`config.mk`:
```
export PLATFORM = sky130hd
export DESIGN_NAME = corrected_distance_moving_average_core
export DESIGN_NICKNAME = d
export VERILOG_FILES = /design/src/design/cdma_pkg.sv /design/src/design/corrected_distance_moving_average_core.sv
export SDC_FILE = /design/constraint.sdc
export NUM_CORES = 2
export LEC_CHECK = 0
export BUFFER_PORTS_ARGS = -buffer_cell sky130_fd_sc_hd__buf_4
export CAP_MARGIN = 30
export CORE_MARGIN = 2
export CORE_UTILIZATION = 45
export DETAILED_ROUTE_END_ITERATION = 16
export SETUP_SLACK_MARGIN = 0.1
export SKIP_CTS_REPAIR_TIMING = 1
export SYNTH_ARGS = -nofsm -noshare
export SYNTH_HDL_FRONTEND = slang
export SYNTH_SLANG_ARGS = --single-unit
```
`constraint.sdc`:
```
create_clock -name clk -period 7.5 [get_ports clk]
set_clock_uncertainty 0.05 [all_clocks]
set_input_delay 0.75 -clock clk [delete_from_list [all_inputs] [get_ports clk]]
set_output_delay 0.75 -clock clk [all_outputs]
set_load 0.01 [all_outputs]
```
`src/design/cdma_pkg.sv`:
```
// Shared types and constants for the corrected-distance moving average core.
// Holds the word structs, register indexes and register reset values.
// No dependencies; imported by the core and its checker.
`timescale 1ns / 1ps
`default_nettype none

package cdma_pkg;

  localparam int unsigned CFG_IDX_W  = 2;
  localparam int unsigned CFG_DATA_W = 32;

  localparam logic [CFG_IDX_W-1:0] REG_WINDOW_LENGTH     = 2'd0;
  localparam logic [CFG_IDX_W-1:0] REG_CORRECTION_GAIN   = 2'd1;
  localparam logic [CFG_IDX_W-1:0] REG_CORRECTION_OFFSET = 2'd2;

  // Reset gain is about 0.659332 in Q1.16, reset offset about 168.7536 cm in Q16.
  localparam logic [4:0]  WINDOW_LENGTH_RST     = 5'd16;
  localparam logic [16:0] CORRECTION_GAIN_RST   = 17'd43210;
  localparam logic [31:0] CORRECTION_OFFSET_RST = 32'd11059436;

  typedef struct packed {
    logic        [15:0] raw_distance_cm;
    logic signed [7:0]  sample_rssi;
  } in_word_t;

  typedef struct packed {
    logic        [15:0] corrected_distance_cm;
    logic        [15:0] avg_distance_cm;
    logic signed [7:0]  avg_rssi;
    logic        [4:0]  fill_count;
  } out_word_t;

endpackage

`default_nettype wire

```
`src/design/corrected_distance_moving_average_core.sv`:
```
// A word is taken in idle and then passes through the multiply, correct-and-evict, insert,
// divide and emit states; the core takes no new word until it is back in idle. The divide
// state runs two restoring dividers that share the divisor (one quotient bit per cycle
// over the distance total width), and the emit state waits while an earlier result is
// stalled. Reset (rst_n low, synchronous) restores the register defaults and empties the
// window; the sample memory is not cleared.
`timescale 1ns / 1ps
`default_nettype none

module corrected_distance_moving_average_core #(
  parameter int unsigned WINDOW_MAX = 16
) (
  input  wire                                clk,
  input  wire                                rst_n,
  input  wire                                in_valid,
  output logic                               in_stall,
  input  cdma_pkg::in_word_t                 in_word,
  output logic                               out_valid,
  input  wire                                out_stall,
  output cdma_pkg::out_word_t                out_word,
  input  wire                                cfg_we,
  input  wire  [cdma_pkg::CFG_IDX_W-1:0]     cfg_index,
  input  wire  [cdma_pkg::CFG_DATA_W-1:0]    cfg_data
);
  import cdma_pkg::*;

  // The window can never hold more than the 5-bit length register allows.
  localparam int unsigned LEN_MAX = (WINDOW_MAX < 31) ? WINDOW_MAX : 31;
  localparam int unsigned CNT_W   = $clog2(LEN_MAX + 1);
  localparam int unsigned PTR_W   = $clog2(WINDOW_MAX);
  localparam int unsigned SUM_W   = ((PTR_W > CNT_W) ? PTR_W : CNT_W) + 1;
  localparam int unsigned DT_W    = 16 + CNT_W;
  localparam int unsigned RT_W    = 8 + CNT_W;
  localparam int unsigned DIV_CW  = $clog2(DT_W + 1);

  // Sequencer: capture, multiply and read oldest, correct and evict, insert, divide, emit.
  typedef enum logic [5:0] {
    S_IDLE = 6'b000001,
    S_MUL  = 6'b000010,
    S_ADD  = 6'b000100,
    S_WR   = 6'b001000,
    S_DIV  = 6'b010000,
    S_DONE = 6'b100000
  } state_t;

  state_t state_r, state_nxt;

  // Configuration registers.
  logic [4:0]  window_length_r, window_length_nxt;
  logic [16:0] gain_r, gain_nxt;
  logic [31:0] offset_r, offset_nxt;

  // Window bookkeeping; the samples themselves live in the memory below.
  logic [PTR_W-1:0]       ptr_r, ptr_nxt;
  logic [CNT_W-1:0]       count_r, count_nxt;
  logic [DT_W-1:0]        dtotal_r, dtotal_nxt;
  logic signed [RT_W-1:0] rtotal_r, rtotal_nxt;

  // Datapath registers for the word in flight.
  in_word_t          in_r, in_nxt;
  logic [32:0]       prod_r, prod_nxt;
  logic [15:0]       corr_r, corr_nxt;
  logic [CNT_W-1:0]  div_r, div_nxt;
  logic [CNT_W-1:0]  drem_r, drem_nxt;
  logic [DT_W-1:0]   dquo_r, dquo_nxt;
  logic [CNT_W-1:0]  rrem_r, rrem_nxt;
  logic [DT_W-1:0]   rquo_r, rquo_nxt;
  logic              rneg_r, rneg_nxt;
  logic [DIV_CW-1:0] dcnt_r, dcnt_nxt;
  out_word_t         out_r, out_nxt;
  logic              out_valid_r, out_valid_nxt;

  // Sample memory: corrected distance in the upper 16 bits, RSSI in the lower 8.
  logic [23:0]      mem [WINDOW_MAX];
  logic [23:0]      rd_data_r;
  logic             mem_we;
  logic [PTR_W-1:0] mem_waddr;
  logic [23:0]      mem_wdata;

  // Combinational helpers.
  logic [CNT_W-1:0]       len_eff;
  logic [6:0]             wl_ext;
  logic [33:0]            acc;
  logic                   evict;
  logic [PTR_W:0]         ptr_inc;
  logic [SUM_W-1:0]       slot_sum;
  logic [PTR_W-1:0]       slot;
  logic [RT_W-1:0]        rmag;
  logic [CNT_W:0]         dtrial, rtrial;
  logic                   dbit, rbit;
  logic [7:0]             rq8;

  assign in_stall  = (state_r != S_IDLE);
  assign out_valid = out_valid_r;
  assign out_word  = out_r;

  always_ff @(posedge clk) begin
    if (mem_we) begin
      mem[mem_waddr] <= mem_wdata;
    end
    rd_data_r <= mem[ptr_r];
  end

  always_comb begin
    // Effective window length: zero acts as one, anything above the memory depth is clamped.
    wl_ext = {2'b00, window_length_r};
    if (window_length_r == 5'd0) begin
      len_eff = CNT_W'(1);
    end else if (wl_ext > 7'(WINDOW_MAX)) begin
      len_eff = CNT_W'(WINDOW_MAX);
    end else begin
      len_eff = CNT_W'(window_length_r);
    end

    acc     = {1'b0, offset_r} + {1'b0, prod_r};
    evict   = (count_r >= len_eff) && (count_r != '0);
    ptr_inc = {1'b0, ptr_r} + (PTR_W+1)'(1);

    slot_sum = SUM_W'(ptr_r) + SUM_W'(count_r);
    if (slot_sum >= SUM_W'(WINDOW_MAX)) begin
      slot = PTR_W'(slot_sum - SUM_W'(WINDOW_MAX));
    end else begin
      slot = PTR_W'(slot_sum);
    end

    // One restoring step for each divider; both share the divisor.
    dtrial = {drem_r, dquo_r[DT_W-1]};
    rtrial = {rrem_r, rquo_r[DT_W-1]};
    dbit   = (dtrial >= {1'b0, div_r});
    rbit   = (rtrial >= {1'b0, div_r});
    rq8    = rquo_r[7:0];

    state_nxt         = state_r;
    window_length_nxt = window_length_r;
    gain_nxt          = gain_r;
    offset_nxt        = offset_r;
    ptr_nxt           = ptr_r;
    count_nxt         = count_r;
    dtotal_nxt        = dtotal_r;
    rtotal_nxt        = rtotal_r;
    in_nxt            = in_r;
    prod_nxt          = prod_r;
    corr_nxt          = corr_r;
    div_nxt           = div_r;
    drem_nxt          = drem_r;
    dquo_nxt          = dquo_r;
    rrem_nxt          = rrem_r;
    rquo_nxt          = rquo_r;
    rneg_nxt          = rneg_r;
    dcnt_nxt          = dcnt_r;
    out_nxt           = out_r;
    out_valid_nxt     = out_valid_r;
    rmag              = '0;
    mem_we            = 1'b0;
    mem_waddr         = slot;
    mem_wdata         = {corr_r, in_r.sample_rssi};

    // A word that is taken frees the output register.
    if (out_valid_r && !out_stall) begin
      out_valid_nxt = 1'b0;
    end

    unique case (state_r)
      S_IDLE: begin
        if (in_valid) begin
          in_nxt    = in_word;
          state_nxt = S_MUL;
        end
      end
      S_MUL: begin
        // The oldest sample is read from the memory in this same cycle.
        prod_nxt  = gain_r * in_r.raw_distance_cm;
        state_nxt = S_ADD;
      end
      S_ADD: begin
        if (acc[33:32] != 2'b00) begin
          corr_nxt = 16'hFFFF;
        end else begin
          corr_nxt = acc[31:16];
        end
        if (evict) begin
          dtotal_nxt = dtotal_r - DT_W'(rd_data_r[23:8]);
          rtotal_nxt = rtotal_r - {{(RT_W-8){rd_data_r[7]}}, rd_data_r[7:0]};
          ptr_nxt    = (ptr_inc == (PTR_W+1)'(WINDOW_MAX)) ? '0 : ptr_inc[PTR_W-1:0];
          count_nxt  = count_r - CNT_W'(1);
        end
        state_nxt = S_WR;
      end
      S_WR: begin
        mem_we     = 1'b1;
        count_nxt  = count_r + CNT_W'(1);
        dtotal_nxt = dtotal_r + DT_W'(corr_r);
        rtotal_nxt = rtotal_r + {{(RT_W-8){in_r.sample_rssi[7]}}, in_r.sample_rssi};
        // Load both dividers with the updated totals; the RSSI side works on magnitude.
        rmag       = rtotal_nxt[RT_W-1] ? RT_W'(-rtotal_nxt) : RT_W'(rtotal_nxt);
        rneg_nxt   = rtotal_nxt[RT_W-1];
        div_nxt    = count_nxt;
        dquo_nxt   = dtotal_nxt;
        rquo_nxt   = DT_W'(rmag);
        drem_nxt   = '0;
        rrem_nxt   = '0;
        dcnt_nxt   = DIV_CW'(DT_W);
        state_nxt  = S_DIV;
      end
      S_DIV: begin
        drem_nxt = dbit ? CNT_W'(dtrial - {1'b0, div_r}) : dtrial[CNT_W-1:0];
        rrem_nxt = rbit ? CNT_W'(rtrial - {1'b0, div_r}) : rtrial[CNT_W-1:0];
        dquo_nxt = {dquo_r[DT_W-2:0], dbit};
        rquo_nxt = {rquo_r[DT_W-2:0], rbit};
        dcnt_nxt = dcnt_r - DIV_CW'(1);
        if (dcnt_r == DIV_CW'(1)) begin
          state_nxt = S_DONE;
        end
      end
      S_DONE: begin
        // Wait here only while a previous result still sits unread.
        if (!out_valid_r || !out_stall) begin
          out_nxt.corrected_distance_cm = corr_r;
          out_nxt.avg_distance_cm       = dquo_r[15:0];
          out_nxt.avg_rssi              = rneg_r ? -rq8 : rq8;
          out_nxt.fill_count            = 5'(count_r);
          out_valid_nxt                 = 1'b1;
          state_nxt                     = S_IDLE;
        end
      end
      default: begin
        state_nxt = S_IDLE;
      end
    endcase

    // Configuration writes must come only in idle (not enforced); unknown indexes are ignored.
    if (cfg_we) begin
      unique case (cfg_index)
        REG_WINDOW_LENGTH: begin
          window_length_nxt = cfg_data[4:0];
          ptr_nxt           = '0;
          count_nxt         = '0;
          dtotal_nxt        = '0;
          rtotal_nxt        = '0;
        end
        REG_CORRECTION_GAIN: begin
          gain_nxt = cfg_data[16:0];
        end
        REG_CORRECTION_OFFSET: begin
          offset_nxt = cfg_data[31:0];
        end
        default: begin
        end
      endcase
    end
  end

  always_ff @(posedge clk) begin
    if (!rst_n) begin
      state_r         <= S_IDLE;
      window_length_r <= WINDOW_LENGTH_RST;
      gain_r          <= CORRECTION_GAIN_RST;
      offset_r        <= CORRECTION_OFFSET_RST;
      ptr_r           <= '0;
      count_r         <= '0;
      dtotal_r        <= '0;
      rtotal_r        <= '0;
      out_valid_r     <= 1'b0;
    end else begin
      state_r         <= state_nxt;
      window_length_r <= window_length_nxt;
      gain_r          <= gain_nxt;
      offset_r        <= offset_nxt;
      ptr_r           <= ptr_nxt;
      count_r         <= count_nxt;
      dtotal_r        <= dtotal_nxt;
      rtotal_r        <= rtotal_nxt;
      out_valid_r     <= out_valid_nxt;
    end
  end

  always_ff @(posedge clk) begin
    in_r   <= in_nxt;
    prod_r <= prod_nxt;
    corr_r <= corr_nxt;
    div_r  <= div_nxt;
    drem_r <= drem_nxt;
    dquo_r <= dquo_nxt;
    rrem_r <= rrem_nxt;
    rquo_r <= rquo_nxt;
    rneg_r <= rneg_nxt;
    dcnt_r <= dcnt_nxt;
    out_r  <= out_nxt;
  end

endmodule

`default_nettype wire

```
Word level (Yosys, flattened, before mapping)
Memories as Yosys holds them, arrays and structs flattened. A register that Yosys moved wholly into a read port is not among the register bits. Cells that the tools add are included. W data, S select, Z words.

Muxes and demuxes: 39. Equal/unequal tests: 14. Multiply operators: 1. Magnitude comparators: 5. Add/sub/neg operators: 15. Reduce and logical (&&, ||, !) cells: 16.

Operator list (count): $pmux W21 S2 (3); $mux W21 (3); $mux W13 (4); $pmux W5 S2 (4); $pmux W6 S6 (1); $mux W5 (7); $add A32 B33 Y34 (1); $mul A17 B16 Y33 (1); $pmux W13 S2 (1); $mux W4 (6); $add A21 B16 Y21 (1); $sub A21 B16 Y21 (1); $mux W6 (3); $add A13 B13 Y13 (1); $neg A13 Y13 (1); $sub A13 B13 Y13 (1); $ge A6 B5 Y1 (2); $reduce_and A2 Y1 (5); $sub A5 B1 Y5 const B (2); $sub A5 B5 Y5 (2); $mux W8 (1); $neg A8 Y8 (1); $add A4 B5 Y6 (1); $eq A6 B1 Y1 const B (1); 26 further kinds (36).

Memories: 1. Flip-flop bits (word level): 285. RAM bits: 384. Input port bits: 63. Output and inout port bits: 47.

Memories: mem (words 16, bits a word 24, read ports 1, clocked after Yosys merged registers in 1, write ports 1, RTL line corrected_distance_moving_average_core.sv:74) `logic [23:0] mem [WINDOW_MAX];`.

Depth between registers and ports, before layout
Depth after elaboration: 9. Gate-level depth with buffers: 24. Depth with buffers taken out: 21.

Worst setup path after synthesis
Ideal clock, no wire load.

Path type: register to register. Start: register in_r[15] (netlist bit). End: register prod_r[32], data pin. Arrival time: 5.716 ns. Cell stages (with the launch flop): 22. Buffers on the path: 3. Clock period less this slack: 6.022 ns. Slack: 1.478 ns. Cell sequence: edfxtp_1 > clkbuf_1 > clkbuf_1 > nand2_1 > fa_1 > inv_1 > fa_1 > fa_1 > fa_1 > fa_1 > inv_1 > fa_1 > inv_1 > ha_1 > clkbuf_1 > a21oi_1 > o21ai_0 > a221oi_1 > nand3b_1 > o21ai_0 > o21ai_0 > o211a_1.

Word-level cells in the longest chain between the ends: 1.

Ends and longest elaborated chain: from (decl) (RTL line corrected_distance_moving_average_core.sv:60) `in_word_t in_r, in_nxt;`; from (signal assigned) (RTL line corrected_distance_moving_average_core.sv:278) `in_r <= in_nxt;`; $mul A17 B16 Y33 (RTL line corrected_distance_moving_average_core.sv:172) `prod_nxt = gain_r * in_r.raw_distance_cm;`; to (signal assigned) (RTL line corrected_distance_moving_average_core.sv:279) `prod_r <= prod_nxt;`; to (decl) (RTL line corrected_distance_moving_average_core.sv:61) `logic [32:0] prod_r, prod_nxt;`.

No other way between the ends. A chain may end at the register's enable or synchronous reset.

Worst setup path after layout
Start: register in_r[15] (netlist bit). End: register prod_r[28], data pin.

The elaborated chain is that of the path after synthesis.

==> reports/summary.log <==
[power] worst vdd ir 0.4748 mV
[cts] clock transition at the registers of the reported paths 60 ps
[yosys] fraction of the mapped netlist area in simple logic gates 0.1080
[run] count of max-cap constraint violations 0
[cells_and_area] antenna diode count 0
[sta] Fmax 143.5 MHz
[yosys] synthesized net count 3,632
[yosys] mean area per synthesized cell 12.49 µm²
[sta] Setup TNS 0 ps
[route] per-cell via count in the routed design 5.593
[place] Cell Count Post-Placement 4,326
[yosys] number of different library cells in the post-synthesis netlist 76
[yosys] warning count from the yosys run 0
[cells_and_area] ratio of cells with drive above 1 in the final layout 0.1330
[cells_and_area] most common library cell in the layout ignoring fill and taps sky130_fd_sc_hd__edfxtp_1
[sta] endpoints failing setup 0
[grt] global-route wire length before repair 150,100 µm
[setup_path] crit path kind reg -> reg
[place] post-detailed-placement cell area 41,440 µm²
[cells_and_area] most used cells in the layout excluding fill and tap cells 565 x sky130_fd_sc_hd__edfxtp_1, 394 x sky130_fd_sc_hd__nand2_1, 307 x sky130_fd_sc_hd__inv_1
[yosys] proportion of synthesized area in mux cells 0.07184
[grt] met3 global-route usage 0.02798
[route] starting DRC count in detailed routing 1,838
[yosys] XOR/XNOR share of the synthesized area 0.02615
[setup_path] Crit. Startpoint in_r[15]
[cts] H-Tree Depth 3
[cts] clock buffers created by TritonCTS 77
[setup_path] cell with the largest stage delay on the worst path sky130_fd_sc_hd__edfxtp_1
[setup_path] source of the worst register-to-register timing path in_r[15]
[route] antenna-violating nets left 0
[route] number of iterations in the first detailed-routing pass 6
[yosys] share of async-settable or async-resettable flops after synthesis 0
[floorplanning] Core Rows 108
[grt] overall overflow remaining after global route 0
[route] post-detailed-routing wire length 97,440 µm
[sta] Final Hold Viols 0
[grt] pin count of the biggest net entering global routing 62
[setup_path] data arrival time of the critical path 7290 ps
[setup_path] slowest cell delay on critical path 900 ps
[grt] highest-utilization routing layer at the global route stage met2
[place] GPL Wtd Cong 0.9052
[cells_and_area] Cell Count, Final, Fillers Out 4,471
[floorplanning] area of the die 89,460 µm²
[min_path] worst min-delay path startpoint in_word[3]
[yosys] Adder-Cell Fraction of Synth Area 0.1791
[place] HPWL reported at the end of detailed placement 68,630 µm
[setup_path] Required @ worst endpoint 7830 ps
[grt] number of antenna violations at the first check in global routing 2
[floorplanning] die outline width 299.1 µm
[sta] min Tclk post-route 6968 ps
[cts] Clock Tree Buf Depth 3
[run_status] run status finished, final reports clean
[setup_path] critical path peak fanout 17
[route] vias post-DR 25,010
[yosys] fraction of the yosys area taken by sequential cells 0.4984
[cells_and_area] final core occ 0.5115
[cells_and_area] sequential cell area in the final layout 19,540 µm²
[cells_and_area] combined area of the multi-input logic cells 18,100 µm²
[route] wire length per cell 21.79 µm
[setup_path] cell class contributing the biggest share of worst-path delay adder cells
[setup_path] cell mode on critical path sky130_fd_sc_hd__fa_1
[cts] TritonCTS Sinks 693
[min_path] min-delay worst type in -> reg
[cells_and_area] post-synthesis to final-layout area growth 12.88%
[setup_path] kind of capture point of the worst setup path flip-flop
[sta] Slew Limit Fails 0
[sta] slew at the pin closest to its max-slew limit 968.0 ps
[setup_path] number of buffer and inverter stages on the critical path 3
[power] Leakage 17.14 nW
[floorplanning] Initial Utilization 0.4531
[cells_and_area] Final #Nets 3,747
[grt] via count of the first global-routing pass 25,610
[yosys] compound-gate portion of the synthesized area 0.07516
[cts] library cell used as clock root buffer sky130_fd_sc_hd__clkbuf_16
[grt] GR Layer Usage met1 0.3074
[floorplanning] die extent in y 299.1 µm
[floorplanning] Core ar. 86,480 µm²
[setup_path] cells along the critical path nand2_1 > fa_1 > inv_1 > fa_1 > fa_1 > fa_1 > fa_1 > inv_1 > fa_1 > inv_1 > ha_1 > a21oi_1 > o21ai_0 > a221oi_1 > nand3b_1 > o21ai_0 > o21ai_0 > mux2i_1 > nand3_1
[yosys] dominant register cell in the synthesized netlist sky130_fd_sc_hd__edfxtp_1
[setup_path] type of element launching the critical path flip-flop
[sta] worst-case setup margin in the final layout 532.5 ps
[sta] final critical-path share of the clock period 0.9290
[yosys] count of flip-flops with a built-in enable after synthesis 565
[place] Post-Place Setup Slack 658.4 ps
[yosys] number of instances in the synthesized netlist 3,137
[place] Port Buffers 109
[grt] Global Route met2 Usage 0.3611
[floorplanning] io pins 110
[cells_and_area] Fill cells 7,461
[yosys] Yosys reg bits 693
[power] ratio of total power to cell area 335.0 nW/µm²
[yosys] Post-Synthesis Cell Area 39,190 µm²
[sta] worst slew margin relative to its limit 0.3540
[cts] Worst-Skew Late Latency 640 ps
[cells_and_area] Non-Filler Cell Area, Final 44,230 µm²
[grt] All-Layer GR Usage 0.2198
[route] total DRC errors in the routed layout 0
[cts] TritonCTS clock tree yes
[sta] RSZ-0062 raised after global routing false
[yosys] combinational family with the most area after synthesis adder cells
state kept, by name, indices dropped and copies added, names as in the netlist:
| register | cells |
|---|---|
| corr_r | 16 |
| count_r | 5 |
| dcnt_r | 5 |
| div_r | 5 |
| dquo_r | 21 |
| drem_r | 5 |
| dtotal_r | 21 |
| gain_r | 17 |
| in_r | 24 |
| mem | 384 |
| offset_r | 32 |
| out_valid | 1 |
| out_word | 45 |
| prod_r | 33 |
| ptr_r | 4 |
| rd_data_r | 24 |
| rneg_r | 1 |
| rquo_r | 21 |
| rrem_r | 5 |
| rtotal_r | 13 |
| state_r | 6 |
| window_length_r | 5 |
routing by layer:
metal	share of wire	vias up
li1	-	11340
met1	0.44	12780
met2	0.48	744
met3	0.055	145
met4	0.025	0
met5	0	-
logic make-up (layout without fill, tap and decap cells):
| group | after synthesis | in the layout |
|---|---|---|
| AOI/OAI and AO/OA | 443 | 443 |
| xor gates and xnor gates | 117 | 117 |
| adders and majority gates | 432 | 432 |
| buffers and inverters | 426 | 605 |
| DFF | 693 | 693 |
| muxes | 131 | 131 |
| and+or+nand+nor | 895 | 895 |
area by class of cell:
cell class                      instances  area share
Clock inverter                         50     0.01697
Multi-Input combinational cell       2018      0.4093
Timing Repair Buffer                  154     0.02744
Clock buffer                           93     0.04582
Sequential cell                       693      0.4417
Tap cell                             1155     0.03267
Inverter                              308     0.02614
final timing paths:
kind | end | slack, ps | cells after the start
setup / recovery | prod_r[28] | 530 | 19
hold / removal | in_r[3] | 240 | 1
hold reg to reg | out_word[25] | 400 | 0
setup reg to reg | prod_r[28] | 530 | 19
per-stage QoR:
step                      total power [mW]  hold slack (ps)
after floorplan                      9.265            376.2
after global placement               10.83            390.8
after detailed placement             10.86            388.1
after CTS                            14.96            201.6
after global routing                 15.90            226.1
final                                14.82            238.8
power breakdown:
group          total [mW]  switching (mW)  internal [mW]
Clock                4.04            1.62           2.42
Combinational        6.12            3.58           2.53
Sequential           4.66           0.141           4.52
Total                14.8            5.34           9.47
cell usage after synthesis, types with 4 or more instances:
cell type | count | area (µm²)
sky130_fd_sc_hd__a211oi_1 | 23 | 172.7
sky130_fd_sc_hd__a21boi_0 | 37 | 277.8
sky130_fd_sc_hd__a21o_1 | 39 | 292.8
sky130_fd_sc_hd__a21oi_1 | 118 | 590.6
sky130_fd_sc_hd__a221oi_1 | 9 | 78.83
sky130_fd_sc_hd__a22oi_1 | 15 | 112.6
sky130_fd_sc_hd__a31oi_1 | 17 | 106.4
sky130_fd_sc_hd__and2_1 | 145 | 907.1
sky130_fd_sc_hd__and3_1 | 13 | 81.33
sky130_fd_sc_hd__buf_1 | 12 | 45.04
sky130_fd_sc_hd__buf_2 | 7 | 35.03
sky130_fd_sc_hd__clkbuf_1 | 97 | 364.1
sky130_fd_sc_hd__dfxtp_1 | 128 | 2562
sky130_fd_sc_hd__edfxtp_1 | 565 | 16970
sky130_fd_sc_hd__fa_1 | 215 | 4304
sky130_fd_sc_hd__ha_1 | 217 | 2715
sky130_fd_sc_hd__inv_1 | 307 | 1152
sky130_fd_sc_hd__mux2i_1 | 9 | 90.09
sky130_fd_sc_hd__mux4_2 | 120 | 2703
sky130_fd_sc_hd__nand2_1 | 395 | 1483
sky130_fd_sc_hd__nand2b_1 | 32 | 200.2
sky130_fd_sc_hd__nand3_1 | 54 | 270.3
sky130_fd_sc_hd__nand3b_1 | 12 | 90.09
sky130_fd_sc_hd__nand4_1 | 11 | 68.82
sky130_fd_sc_hd__nor2_1 | 135 | 506.7
sky130_fd_sc_hd__nor2b_1 | 16 | 100.1
sky130_fd_sc_hd__nor3_1 | 31 | 155.2
sky130_fd_sc_hd__nor3b_1 | 4 | 30.03
sky130_fd_sc_hd__nor4_1 | 12 | 75.07
sky130_fd_sc_hd__o2111ai_1 | 5 | 43.79
sky130_fd_sc_hd__o211a_1 | 6 | 60.06
sky130_fd_sc_hd__o211ai_1 | 17 | 127.6
sky130_fd_sc_hd__o21a_1 | 15 | 112.6
sky130_fd_sc_hd__o21ai_0 | 74 | 370.4
sky130_fd_sc_hd__o21bai_1 | 15 | 112.6
sky130_fd_sc_hd__o221ai_1 | 4 | 35.03
sky130_fd_sc_hd__o22ai_1 | 4 | 25.02
sky130_fd_sc_hd__o31a_1 | 5 | 43.79
sky130_fd_sc_hd__o31ai_1 | 7 | 52.55
sky130_fd_sc_hd__o41ai_2 | 5 | 81.33
sky130_fd_sc_hd__or2_2 | 4 | 25.02
sky130_fd_sc_hd__or3_1 | 14 | 87.58
sky130_fd_sc_hd__xnor2_1 | 76 | 665.6
sky130_fd_sc_hd__xor2_1 | 41 | 359.1
Power figures use the tool's default switching activity.
